File: src/sv/xdkc_pkg.sv
// Shared types and constants for the XOR-distance k-closest selector.
package xdkc_pkg;

    localparam int HIGH_W  = 32;
    localparam int MID_W   = 64;
    localparam int LOW_W   = 64;
    localparam int DIST_W  = HIGH_W + MID_W + LOW_W;
    localparam int LIMIT_W = 4;
    localparam int RANK_W  = 3;

    localparam int RESULT_MAX_DEF = 8;
    localparam int TAG_BITS_DEF   = 10;

    localparam logic CMD_START = 1'b0;
    localparam logic CMD_NODE  = 1'b1;

    typedef enum logic [1:0] {
        OP_HOLD,
        OP_INSERT,
        OP_SHIFT,
        OP_CLEAR
    } cell_op_t;

    typedef enum logic {
        ST_IDLE,
        ST_EMIT
    } state_t;

    // broadcast from the controller to every cell of the chain
    typedef struct packed {
        cell_op_t            op;
        logic [DIST_W-1:0]   cand_dist;
    } cell_ctrl_t;

endpackage

File: src/sv/xdkc_in_if.sv
// Input channel: start and candidate beats.
interface xdkc_in_if #(
    parameter int TAG_BITS = xdkc_pkg::TAG_BITS_DEF
);
    import xdkc_pkg::*;

    logic                 valid;
    logic                 ready;
    logic                 command;
    logic [HIGH_W-1:0]    key_high;
    logic [MID_W-1:0]     key_mid;
    logic [LOW_W-1:0]     key_low;
    logic [TAG_BITS-1:0]  node_tag;
    logic [LIMIT_W-1:0]   result_limit;
    logic                 last_item;

    modport source (
        output valid, command, key_high, key_mid, key_low, node_tag, result_limit, last_item,
        input  ready
    );

    modport sink (
        input  valid, command, key_high, key_mid, key_low, node_tag, result_limit, last_item,
        output ready
    );

endinterface

File: src/sv/xdkc_out_if.sv
// Output channel: result beats, closest first.
interface xdkc_out_if #(
    parameter int TAG_BITS = xdkc_pkg::TAG_BITS_DEF
);
    import xdkc_pkg::*;

    logic                 valid;
    logic                 ready;
    logic [TAG_BITS-1:0]  result_tag;
    logic [RANK_W-1:0]    rank;
    logic                 empty_res;
    logic                 last_result;

    modport source (
        output valid, result_tag, rank, empty_res, last_result,
        input  ready
    );

    modport sink (
        input  valid, result_tag, rank, empty_res, last_result,
        output ready
    );

endinterface

File: src/sv/xdkc_cell.sv
// One slot of the sorted insertion chain: holds a distance, a tag and a valid bit.
module xdkc_cell #(
    parameter int TAG_BITS = xdkc_pkg::TAG_BITS_DEF
) (
    input  logic                          clk,
    input  logic                          rst_n,
    input  xdkc_pkg::cell_ctrl_t          ctrl,
    input  logic [TAG_BITS-1:0]           new_tag,
    input  logic                          prev_take,
    input  logic                          prev_valid,
    input  logic [xdkc_pkg::DIST_W-1:0]   prev_dist,
    input  logic [TAG_BITS-1:0]           prev_tag,
    input  logic                          next_valid,
    input  logic [xdkc_pkg::DIST_W-1:0]   next_dist,
    input  logic [TAG_BITS-1:0]           next_tag,
    output logic                          take,
    output logic                          valid,
    output logic [xdkc_pkg::DIST_W-1:0]   cur_dist,
    output logic [TAG_BITS-1:0]           tag
);
    import xdkc_pkg::*;

    logic                 valid_reg, valid_next;
    logic [DIST_W-1:0]    dist_reg, dist_next;
    logic [TAG_BITS-1:0]  tag_reg, tag_next;

    // strictly closer, so equal distances stay behind earlier arrivals
    assign take     = !valid_reg || (ctrl.cand_dist < dist_reg);
    assign valid    = valid_reg;
    assign cur_dist = dist_reg;
    assign tag      = tag_reg;

    always_comb
    begin
        valid_next = valid_reg;
        dist_next  = dist_reg;
        tag_next   = tag_reg;
        case (ctrl.op)
            OP_INSERT:
            begin
                if (take)
                begin
                    if (prev_take)
                    begin
                        valid_next = prev_valid;
                        dist_next  = prev_dist;
                        tag_next   = prev_tag;
                    end
                    else
                    begin
                        valid_next = 1'b1;
                        dist_next  = ctrl.cand_dist;
                        tag_next   = new_tag;
                    end
                end
            end
            OP_SHIFT:
            begin
                valid_next = next_valid;
                dist_next  = next_dist;
                tag_next   = next_tag;
            end
            OP_CLEAR:
            begin
                valid_next = 1'b0;
            end
            default:
            begin
                valid_next = valid_reg;
            end
        endcase
    end

    always_ff @(posedge clk or negedge rst_n)
    begin
        if (!rst_n)
        begin
            valid_reg <= 1'b0;
        end
        else
        begin
            valid_reg <= valid_next;
        end
    end

    always_ff @(posedge clk)
    begin
        dist_reg <= dist_next;
        tag_reg  <= tag_next;
    end

endmodule

File: src/sv/xdkc_ctrl.sv
// Query controller: target, limit, fill count, emission sequencer and output register.
module xdkc_ctrl #(
    parameter int RESULT_MAX = xdkc_pkg::RESULT_MAX_DEF,
    parameter int TAG_BITS   = xdkc_pkg::TAG_BITS_DEF
) (
    input  logic                   clk,
    input  logic                   rst_n,
    xdkc_in_if.sink                query,
    xdkc_out_if.source             result,
    input  logic                   take_last,
    input  logic [TAG_BITS-1:0]    head_tag,
    output xdkc_pkg::cell_ctrl_t   cell_ctrl
);
    import xdkc_pkg::*;

    localparam int CNT_W = $clog2(RESULT_MAX + 1);
    localparam logic [CNT_W-1:0] FULL = CNT_W'(RESULT_MAX);

    state_t               state_reg, state_next;
    logic [DIST_W-1:0]    target_reg, target_next;
    logic [CNT_W-1:0]     limit_reg, limit_next;
    logic [CNT_W-1:0]     fill_reg, fill_next;
    logic [CNT_W-1:0]     rem_reg, rem_next;
    logic [RANK_W-1:0]    rank_reg, rank_next;
    logic                 out_valid_reg, out_valid_next;
    logic [TAG_BITS-1:0]  out_tag_reg, out_tag_next;
    logic [RANK_W-1:0]    out_rank_reg, out_rank_next;
    logic                 out_empty_reg, out_empty_next;
    logic                 out_last_reg, out_last_next;

    logic                 accept;
    logic                 out_free;
    logic [CNT_W-1:0]     limit_sat;
    logic [CNT_W-1:0]     fill_ins;
    logic [DIST_W-1:0]    key;

    assign query.ready = (state_reg == ST_IDLE);
    assign accept      = query.valid && query.ready;
    assign out_free    = !out_valid_reg || result.ready;
    assign key         = {query.key_high, query.key_mid, query.key_low};

    assign result.valid       = out_valid_reg;
    assign result.result_tag  = out_tag_reg;
    assign result.rank        = out_rank_reg;
    assign result.empty_res   = out_empty_reg;
    assign result.last_result = out_last_reg;

    always_comb
    begin
        if (int'(query.result_limit) > RESULT_MAX)
        begin
            limit_sat = FULL;
        end
        else
        begin
            limit_sat = CNT_W'(query.result_limit);
        end
        if (take_last && (fill_reg != FULL))
        begin
            fill_ins = fill_reg + CNT_W'(1);
        end
        else
        begin
            fill_ins = fill_reg;
        end
    end

    always_comb
    begin
        state_next          = state_reg;
        target_next         = target_reg;
        limit_next          = limit_reg;
        fill_next           = fill_reg;
        rem_next            = rem_reg;
        rank_next           = rank_reg;
        out_valid_next      = out_valid_reg && !result.ready;
        out_tag_next        = out_tag_reg;
        out_rank_next       = out_rank_reg;
        out_empty_next      = out_empty_reg;
        out_last_next       = out_last_reg;
        cell_ctrl.op        = OP_HOLD;
        cell_ctrl.cand_dist = key ^ target_reg;
        case (state_reg)
            ST_IDLE:
            begin
                if (accept)
                begin
                    if (query.command == CMD_START)
                    begin
                        target_next  = key;
                        limit_next   = limit_sat;
                        fill_next    = '0;
                        cell_ctrl.op = OP_CLEAR;
                        if (query.last_item)
                        begin
                            rem_next   = '0;
                            state_next = ST_EMIT;
                        end
                    end
                    else
                    begin
                        cell_ctrl.op = OP_INSERT;
                        fill_next    = fill_ins;
                        if (query.last_item)
                        begin
                            rem_next   = (fill_ins < limit_reg) ? fill_ins : limit_reg;
                            state_next = ST_EMIT;
                        end
                    end
                end
            end
            ST_EMIT:
            begin
                if (out_free)
                begin
                    out_valid_next = 1'b1;
                    if (rem_reg == '0)
                    begin
                        out_tag_next   = '0;
                        out_rank_next  = '0;
                        out_empty_next = 1'b1;
                        out_last_next  = 1'b1;
                        cell_ctrl.op   = OP_CLEAR;
                        fill_next      = '0;
                        rank_next      = '0;
                        state_next     = ST_IDLE;
                    end
                    else
                    begin
                        out_tag_next   = head_tag;
                        out_rank_next  = rank_reg;
                        out_empty_next = 1'b0;
                        out_last_next  = (rem_reg == CNT_W'(1));
                        rem_next       = rem_reg - CNT_W'(1);
                        if (rem_reg == CNT_W'(1))
                        begin
                            // final result taken from the head; drop whatever is left
                            cell_ctrl.op = OP_CLEAR;
                            fill_next    = '0;
                            rank_next    = '0;
                            state_next   = ST_IDLE;
                        end
                        else
                        begin
                            cell_ctrl.op = OP_SHIFT;
                            rank_next    = rank_reg + RANK_W'(1);
                        end
                    end
                end
            end
            default:
            begin
                state_next = ST_IDLE;
            end
        endcase
    end

    always_ff @(posedge clk or negedge rst_n)
    begin
        if (!rst_n)
        begin
            state_reg     <= ST_IDLE;
            target_reg    <= '0;
            limit_reg     <= '0;
            fill_reg      <= '0;
            rem_reg       <= '0;
            rank_reg      <= '0;
            out_valid_reg <= 1'b0;
        end
        else
        begin
            state_reg     <= state_next;
            target_reg    <= target_next;
            limit_reg     <= limit_next;
            fill_reg      <= fill_next;
            rem_reg       <= rem_next;
            rank_reg      <= rank_next;
            out_valid_reg <= out_valid_next;
        end
    end

    always_ff @(posedge clk)
    begin
        out_tag_reg   <= out_tag_next;
        out_rank_reg  <= out_rank_next;
        out_empty_reg <= out_empty_next;
        out_last_reg  <= out_last_next;
    end

endmodule

File: src/sv/xor_distance_k_closest_top.sv
// Top level of the XOR-distance k-closest selector: controller plus insertion chain.
// Throughput: one candidate beat per cycle while idle; each is inserted in the cycle it
//   is accepted. Emission: the final beat puts the controller in its emit state, and the
//   results then leave one per cycle through the single output register, which shifts
//   the chain head out, unless the output stalls; input is held off while the min(limit,
//   nodes kept) results, or one empty result if there are none, are emitted.
// Reset: asynchronous, active low; all cells invalid, target and limit zero, no clearing pass.
module xor_distance_k_closest_top #(
    parameter int RESULT_MAX = xdkc_pkg::RESULT_MAX_DEF,
    parameter int TAG_BITS   = xdkc_pkg::TAG_BITS_DEF
) (
    input  logic          clk,
    input  logic          rst_n,
    xdkc_in_if.sink       query,
    xdkc_out_if.source    result
);
    import xdkc_pkg::*;

    // Chain state, one element per cell. Cell 0 holds the closest node; valid cells
    // always form an unbroken run starting at cell 0.
    logic [RESULT_MAX-1:0]  take_vec;
    logic [RESULT_MAX-1:0]  valid_vec;
    logic [DIST_W-1:0]      dist_arr [RESULT_MAX];
    logic [TAG_BITS-1:0]    tag_arr  [RESULT_MAX];

    // Op and candidate distance are broadcast to every cell in the same cycle.
    cell_ctrl_t             cell_ctrl;

    xdkc_ctrl #(
        .RESULT_MAX (RESULT_MAX),
        .TAG_BITS   (TAG_BITS)
    ) u_ctrl (
        .clk       (clk),
        .rst_n     (rst_n),
        .query     (query),
        .result    (result),
        .take_last (take_vec[RESULT_MAX-1]),
        .head_tag  (tag_arr[0]),
        .cell_ctrl (cell_ctrl)
    );

    // Insertion: a cell "takes" when it is empty or the candidate is strictly closer.
    // Since the chain is sorted, take is monotonic along it: the first taking cell
    // loads the candidate, the ones after it load their left neighbor, and a
    // candidate that no cell takes is dropped. Emission shifts everything one cell
    // toward the head per result beat; the final beat clears the chain instead.
    for (genvar i = 0; i < RESULT_MAX; i++)
    begin : g_chain
        logic                 prev_take;
        logic                 prev_valid;
        logic [DIST_W-1:0]    prev_dist;
        logic [TAG_BITS-1:0]  prev_tag;
        logic                 next_valid;
        logic [DIST_W-1:0]    next_dist;
        logic [TAG_BITS-1:0]  next_tag;

        if (i == 0)
        begin : g_head
            assign prev_take  = 1'b0;
            assign prev_valid = 1'b0;
            assign prev_dist  = '0;
            assign prev_tag   = '0;
        end
        else
        begin : g_body
            assign prev_take  = take_vec[i-1];
            assign prev_valid = valid_vec[i-1];
            assign prev_dist  = dist_arr[i-1];
            assign prev_tag   = tag_arr[i-1];
        end

        if (i == RESULT_MAX - 1)
        begin : g_tail
            assign next_valid = 1'b0;
            assign next_dist  = '0;
            assign next_tag   = '0;
        end
        else
        begin : g_inner
            assign next_valid = valid_vec[i+1];
            assign next_dist  = dist_arr[i+1];
            assign next_tag   = tag_arr[i+1];
        end

        xdkc_cell #(
            .TAG_BITS (TAG_BITS)
        ) u_cell (
            .clk        (clk),
            .rst_n      (rst_n),
            .ctrl       (cell_ctrl),
            .new_tag    (query.node_tag),
            .prev_take  (prev_take),
            .prev_valid (prev_valid),
            .prev_dist  (prev_dist),
            .prev_tag   (prev_tag),
            .next_valid (next_valid),
            .next_dist  (next_dist),
            .next_tag   (next_tag),
            .take       (take_vec[i]),
            .valid      (valid_vec[i]),
            .cur_dist   (dist_arr[i]),
            .tag        (tag_arr[i])
        );
    end

    // Valid cells form a prefix starting at the head.
    a_valid_prefix: assert property (
        @(posedge clk) disable iff (!rst_n)
        ((valid_vec & (valid_vec + RESULT_MAX'(1))) == '0)
    ) else $error("cell chain has a hole");

    // A final beat starts emission, so input must be held off the next cycle.
    a_hold_after_last: assert property (
        @(posedge clk) disable iff (!rst_n)
        (query.valid && query.ready && query.last_item) |=> !query.ready
    ) else $error("input accepted during emission");

    // An empty result always closes its query.
    a_empty_is_last: assert property (
        @(posedge clk) disable iff (!rst_n)
        (result.valid && result.empty_res) |-> result.last_result
    ) else $error("empty result not marked last");

endmodule
File: src/flat_wrapper.sv
// flat-port wrapper written by rule: the top's interface ports become plain ports
module xor_distance_k_closest_top_flat import xdkc_pkg::*;
#(
    parameter int RESULT_MAX = xdkc_pkg::RESULT_MAX_DEF,
    parameter int TAG_BITS   = xdkc_pkg::TAG_BITS_DEF
)
  (clk, rst_n, query_valid, query_command, query_key_high, query_key_mid, query_key_low, query_node_tag, query_result_limit, query_last_item, query_ready, result_valid, result_result_tag, result_rank, result_empty_res, result_last_result, result_ready);
  xdkc_in_if #(.TAG_BITS(TAG_BITS)) query_i ();
  xdkc_out_if #(.TAG_BITS(TAG_BITS)) result_i ();
  input  logic clk;
  input  logic rst_n;
  input wire logic [$bits(query_i.valid)-1:0] query_valid;
  input wire logic [$bits(query_i.command)-1:0] query_command;
  input wire logic [$bits(query_i.key_high)-1:0] query_key_high;
  input wire logic [$bits(query_i.key_mid)-1:0] query_key_mid;
  input wire logic [$bits(query_i.key_low)-1:0] query_key_low;
  input wire logic [$bits(query_i.node_tag)-1:0] query_node_tag;
  input wire logic [$bits(query_i.result_limit)-1:0] query_result_limit;
  input wire logic [$bits(query_i.last_item)-1:0] query_last_item;
  output wire logic [$bits(query_i.ready)-1:0] query_ready;
  output wire logic [$bits(result_i.valid)-1:0] result_valid;
  output wire logic [$bits(result_i.result_tag)-1:0] result_result_tag;
  output wire logic [$bits(result_i.rank)-1:0] result_rank;
  output wire logic [$bits(result_i.empty_res)-1:0] result_empty_res;
  output wire logic [$bits(result_i.last_result)-1:0] result_last_result;
  input wire logic [$bits(result_i.ready)-1:0] result_ready;
  assign query_i.valid = query_valid;
  assign query_i.command = query_command;
  assign query_i.key_high = query_key_high;
  assign query_i.key_mid = query_key_mid;
  assign query_i.key_low = query_key_low;
  assign query_i.node_tag = query_node_tag;
  assign query_i.result_limit = query_result_limit;
  assign query_i.last_item = query_last_item;
  assign query_ready = query_i.ready;
  assign result_valid = result_i.valid;
  assign result_result_tag = result_i.result_tag;
  assign result_rank = result_i.rank;
  assign result_empty_res = result_i.empty_res;
  assign result_last_result = result_i.last_result;
  assign result_i.ready = result_ready;
  xor_distance_k_closest_top #(.RESULT_MAX(RESULT_MAX), .TAG_BITS(TAG_BITS)) u_core (.clk(clk), .rst_n(rst_n), .query(query_i), .result(result_i));
endmodule
File: config.mk
export PLATFORM = sky130hd
export DESIGN_NAME = xor_distance_k_closest_top_flat
export DESIGN_NICKNAME = d
export VERILOG_FILES = /design/src/sv/xdkc_pkg.sv /design/src/sv/xdkc_in_if.sv /design/src/sv/xdkc_out_if.sv /design/src/sv/xdkc_cell.sv /design/src/sv/xdkc_ctrl.sv /design/src/sv/xor_distance_k_closest_top.sv /design/src/flat_wrapper.sv
export SDC_FILE = /design/constraint.sdc
export NUM_CORES = 2
export LEC_CHECK = 0
export BUFFER_PORTS_ARGS = -buffer_cell sky130_fd_sc_hd__buf_4
export CAP_MARGIN = 0
export CORE_MARGIN = 2
export CORE_UTILIZATION = 55
export CTS_CLUSTER_DIAMETER = 30
export DETAILED_ROUTE_END_ITERATION = 8
export PLACE_DENSITY_LB_ADDON = 0.05
export SLEW_MARGIN = 10
export SYNTH_ARGS = -nofsm -noshare
export SYNTH_HDL_FRONTEND = slang
export SYNTH_SLANG_ARGS = --single-unit
export TNS_END_PERCENT = 30
File: constraint.sdc
create_clock -name clk -period 33.2 [get_ports clk]
set_input_delay 4.98 -clock clk [delete_from_list [all_inputs] [get_ports clk]]
set_output_delay 4.98 -clock clk [all_outputs]
set_load 0.05 [all_outputs]
# --- Word-level counts from Yosys, hierarchy flattened ---
# Index checks and enable logic that the tools add are counted.
word_totals:
  ff_bits: 1560
  latchBits: 0
  ram_bits: 0
  romBits: 0
  in_bits: 180
  out_inout_bits: 17
  elab_cells: 218
  mem_count: 0
classes:
  addsub: 3
  n_mul: 0
  div: 0
  order_cmp: 10
  n_eq_ne: 18
  n_shift: 0
  mux: 102
  n_bitwise: 3
  reduce_logical: 47
ops:
  columns: ["op", "count"]
  rows:
  - ["$pmux W160 S2", 8]
  - ["$mux W160", 15]
  - ["$lt A160 B160 Y1", 8]
  - ["$pmux W10 S2", 8]
  - ["$xor A160 B160 Y160", 1]
  - ["$mux W10", 15]
  - ["$mux W4", 14]
  - ["$reduce_and A2 Y1", 17]
  - ["$mux W1", 25]
  - ["$pmux W1 S3", 7]
  - ["$ne A2 B2 Y1 const B", 9]
  - ["$pmux W4 S2", 2]
  - ["$logic_not A1 Y1", 10]
  - ["$logic_or A1 B1 Y1", 9]
  - ["$mux W2", 3]
  - ["$mux W3", 2]
  - ["$ne A2 B1 Y1 const B", 3]
  - ["$reduce_and A3 Y1", 2]
  - ["$add A4 B1 Y4 const B", 1]
  - ["$eq A2 B2 Y1 const B", 2]
  - ["$eq A4 B1 Y1 const B", 1]
  - ["$gt A4 B4 Y1 const B", 1]
  - ["$logic_not A4 Y1", 1]
  - ["$lt A4 B4 Y1", 1]
  - ["13 further kinds", 18]

# --- Depth between registers and ports, before layout ---
depth:
  depth_word: 11
  mapped_depth: 21
  ltp_nobuf: 21

# --- Cells and area by module ---
# Synthesis repeated with hierarchy kept, for this count alone.
hier_totals:
  hier_cells: 11310
  hier_area_um2: 110173.2
by_module_without_submodules:
  columns: ["module", "instances", "cells_per_inst", "area_each_um2", "seq_area_each_um2"]
  rows:
  - ["xdkc_cell (u_core.g_chain[0].u_cell ...)", 7, 1335, 12637.1, 5129.9]
  - ["xdkc_cell (u_core.g_chain[5].u_cell)", 1, 1311, 12665.9, 5129.9]
  - ["xdkc_ctrl", 1, 653, 9043.7, 4879.7]
  - ["xor_distance_k_closest_top", 1, 1, 3.8, 0.0]

# --- Worst setup path after synthesis ---
# OpenSTA, ideal clock, no wires.
synth_timing:
  path_kind: "input to register"
  start: "in query_key_low[29]"
  end: "reg u_core.g_chain[5].u_cell.dist_reg[0] (enable)"
  setup_time_ns: 0.935
  arrival_ns: 19.677
  t_required_ns: 32.265
  path_slack_ns: 12.588
  path_stages: 16
  n_path_buf: 3
  path_cell_list: "xnor2_1 inv_1 ha_1 a21o_1 a21o_1 a21oi_1 o21ai_0 a221oi_1 o211ai_1 or3_1 o211ai_1 nand3_1 clkbuf_1 buf_2 buf_2 o21ai_0"
synth_between:
  elab_chain_cells: 5
synth_lines:
  columns: ["item", "line_no", "text"]
  rows:
  - ["start, declared", "flat_wrapper.sv:16", "input wire logic [$bits(query_i.key_low)-1:0] query_key_low;"]
  - ["$xor A160 B160 Y160", "xdkc_ctrl.sv:82", "cell_ctrl.cand_dist = key ^ target_reg;"]
  - ["$lt A160 B160 Y1", "xdkc_cell.sv:28", "assign take = !valid_reg || (ctrl.cand_dist < dist_reg);"]
  - ["$logic_or A1 B1 Y1", "xdkc_cell.sv:28", null]
  - ["$ne A2 B2 Y1 (no source line)", null, null]
  - ["$reduce_and A2 Y1 (no source line)", null, null]
  - ["end signal, assigned", "xdkc_cell.sv:88", "dist_reg <= dist_next;"]
  - ["end, declared", "xdkc_cell.sv:24", "logic [DIST_W-1:0] dist_reg, dist_next;"]
# No other way between the ends.
# A chain may end at the register's enable or synchronous reset.

# --- Worst setup path after layout ---
layout_timing:
  start: "in query_key_high[31]"
  end: "reg u_core.g_chain[3].u_cell.dist_reg[35] (enable)"
layout_between:
  elab_chain_cells: 5
layout_lines:
  columns: ["item", "line_no", "text"]
  rows:
  - ["start, declared", "flat_wrapper.sv:14", "input wire logic [$bits(query_i.key_high)-1:0] query_key_high;"]
  - ["$xor A160 B160 Y160", "xdkc_ctrl.sv:82", null]
  - ["$lt A160 B160 Y1", "xdkc_cell.sv:28", null]
  - ["$logic_or A1 B1 Y1", "xdkc_cell.sv:28", null]
  - ["$ne A2 B2 Y1 (no source line)", null, null]
  - ["$reduce_and A2 Y1 (no source line)", null, null]
  - ["end signal, assigned", "xdkc_cell.sv:88", null]
  - ["end, declared", "xdkc_cell.sv:24", null]
# No other way between the ends.

==> metrics.txt <==
largest net degree at the start of global routing=209; Hold WC Path Type=reg -> reg; Multi-input gate area=0.0577 mm²; DRT iter0 DRCs=10500; max-slew violations=0; vias in the first global route=91600; final clock skew=0.0508 ns; Distinct cells, synth=75; Congestion Overflow GR=0; Mapped Cells=11700; Synth area leader=edfxtp_1; post-detailed-route via-to-cell ratio=6.25; Core Box Area=0.202 mm²; unrepaired setup endpoints after global routing=no; CP cell instances=buf_4 > xnor2_1 > inv_1 > ha_1 > nand4_1 > or2_2 > nor4_1 > buf_4 > nand3_1 > nor3_1 > inv_1 > a311o_1 > nand3_1 > buf_4 > nand2_4 > nand2_1 > nand2_4 > buf_4 > buf_12; ratio of cells with drive above 1 in the final layout=11.6%; cts bufs inserted=444; die height=454 µm; clock tree root driver cell=clkbuf_16; Hold Crit Start=u_core.u_ctrl.rank_reg[2]$_DFFE_PN0P_; Synth warnings=0; Die ar.=0.206 mm²; Yosys reg bits=1560; worst setup path category=in -> reg; Final Setup Violations=0; PortBufs=196; Post-DRT Antenna Nets=0; hold depth=1; Clock Tree Buf Depth=4; hold-fix buffers at CTS=0; Worst EP required=33.74 ns; crit path from=query_key_high[31]; Synth area leaders=edfxtp_1, ha_1, mux2i_1; Resize count post-CTS=0; Synth top area share=37.0%; Die W=454 µm; Worst Path Arrival=12.99 ns; Sink Count=1560; layout filler cell count=16300; NumNets Final=13300; max reg flops=1280; FF/Latch Area=0.0459 mm²; hold endpoint=u_core.u_ctrl.rank_reg[2]$_DFFE_PN0P_; Slew headroom=3.41%; number of synthesized flops with an enable pin=1375; DRC violations left=0; first-pass GRT wire length=566000 µm; RR Endpoint=u_core.g_chain[3].u_cell.cur_dist[35]$_DFFE_PP_; Reg2Reg Depth=18; initial antenna violation count=14; CP peak stage delay=1.03 ns; P&R area growth vs syn=17.2%; crit start category=primary input; Setup crit end kind=register; dominant synthesized flop cell=edfxtp_1; status=finished clean; top cell family by delay on the critical path=simple AND/OR/NAND/NOR gates; Vias=92900; CP max-delay cell=nor3_1; fin util=64.8%; mapped cell area=0.112 mm²; number of buffers and inverters on the critical path=7; postcts setup bufs=0; final hold vios=0; r2r startpoint=u_core.u_ctrl.target_reg[159]$_DFFE_PN0P_; Reg clk slew, reported paths=0.04 ns; Detail Placement HPWL=246000 µm; fraction of registers with async set/reset=11.9%; GRT Util Overall=35.8%; clock latency on the worst-skew pair=0.98 ns; share of the yosys chip area belonging to registers=41.2%; CP most frequent cell=buf_4; worst-margin pin slew=1.44 ns; Critical Path Fanout Max=101; DRT Pass-1 Iters=8; Detailed Route WL=380000 µm; GP Congestion=0.950; Top Ports=197; Tcrit/Tclk final=37.5%; syn nets=13100; Maximum Capacitance Violations=0; Initial Util=55.2%; flop-to-flop setup slack=24.52 ns; setup TNS=0 ns; Fmax=0.0804 GHz; # H-tree levels=5; syn_area_per_cell=9.57 µm²; CTS tree=done; FP Rows=165; Tmin final=12.44 ns; routed len/inst=25.6 µm
## worst reg2reg max path, cell delays in order (launching register included)
cell	delay (ns)
dfrtp_1	0.38
xnor2_1	0.56
inv_1	0.47
ha_1	0.45
nand4_1	0.18
or2_2	0.37
nor4_1	0.46
buf_4	0.24
nand3_1	0.20
nor3_1	1.04
inv_1	0.50
a311o_1	0.54
nand3_1	0.16
buf_4	0.24
nand2_4	0.58
nand2_1	0.40
nand2_4	0.37
buf_4	0.55
buf_12	0.47
## kinds of logic (layout without fill, tap and decap cells)
kind of cell               count (synthesis)  count (layout)  synth area share (%)
adders and majority gates               1280            1280                  14.4
muxes                                    823             823                  7.58
DFF                                     1560            1560                  41.2
and+or+nand+nor                         3038            3038                  12.1
AOI/OAI and AO/OA                       2721            2721                  16.3
xor gates and xnor gates                 163             163                  1.28
other                                      0               7                     0
buffers and inverters                   2068            2596                  7.28
## how the worst max path moves through the flow
| stage | to | cells after the start |
|---|---|---|
| 2_1_floorplan | u_core.g_chain[5].u_cell.cur_dist[0]$_DFFE_PP_ | 16 |
| 4_1_cts | u_core.g_chain[3].u_cell.cur_dist[35]$_DFFE_PP_ | 19 |
| 3_5_place_dp | u_core.g_chain[3].u_cell.cur_dist[28]$_DFFE_PP_ | 19 |
| 5_1_grt | u_core.g_chain[3].u_cell.cur_dist[35]$_DFFE_PP_ | 19 |
| 3_3_place_gp | u_core.g_chain[3].u_cell.cur_dist[28]$_DFFE_PP_ | 18 |
| 6_report | u_core.g_chain[3].u_cell.cur_dist[35]$_DFFE_PP_ | 19 |
## area by class of cell
cell class / instances / share of cell area, %
tap: 2672 / 2.56
inverter: 1473 / 4.23
clock buffer: 524 / 9.02
multi-input combinational: 8025 / 44.2
clock inverter: 290 / 2.92
antenna: 7 / 0.0134
timing repair buffer: 309 / 1.96
sequential: 1560 / 35.1
## routing by layer
metal  GRT usage, %  part of all wire [%]
met1           47.1                    41
met2           57.4                    46
met3           5.79                   7.8
met4           17.7                   5.1
met5              0                 0.013
## per-stage QoR
step	hold slack [ns]	instances	setup WS [ns]	cell area (µm²)
after global placement	0.465	14000	19.73	115000
after global routing	0.491	14900	20.71	131000
after detailed placement	0.482	14000	19.92	115000
final	0.487	14900	20.76	131000
after CTS	0.485	14900	20.89	131000
after floorplan	0.449	11700	12.59	112000
## synthesized netlist by cell type (6+ instances only)
cell type,number
inv_1,1471
edfxtp_1,1375
ha_1,1280
nand2_1,1085
nor2_1,818
o21ai_0,656
mux2i_1,650
a21oi_1,539
a21o_1,461
clkbuf_1,454
nand3_1,431
nor3_1,244
nand4_1,243
dfrtp_1,185
mux2_2,173
a22oi_1,166
o22ai_1,166
o2111ai_1,164
xnor2_1,161
a211oi_2,158
buf_2,108
o21ai_1,87
o211ai_1,82
nor2b_1,70
a211oi_1,61
nor4_1,42
a31oi_1,36
buf_6,29
nand2b_1,24
o21a_1,23
a221oi_1,16
and3_1,14
or3_1,14
and4_1,12
nor3b_1,12
o31ai_1,10
o32ai_1,10
or4_1,9
a2111oi_0,7
a211o_1,7
or2_2,7
a21boi_0,6
o21bai_1,6
## cell usage in the layout, fill, tap and decap left out, drive strengths merged, types with 166 or more instances in the layout
master,Yosys,final
mux2,173,173
clkbuf,454,524
edfxtp,1375,1375
a22oi,166,166
inv,1472,1483
buf,141,309
nand4,243,243
nor2,818,818
o22ai,166,166
nand2,1085,1085
nor3,245,245
a21o,461,461
ha,1280,1280
a21oi,539,539
a211oi,219,219
mux2i,650,650
o21ai,743,743
nand3,431,431
dfrtp,185,185
Power is not shown: default switching activity piles up to over one toggle a cycle in this logic, so the estimate is an artifact.
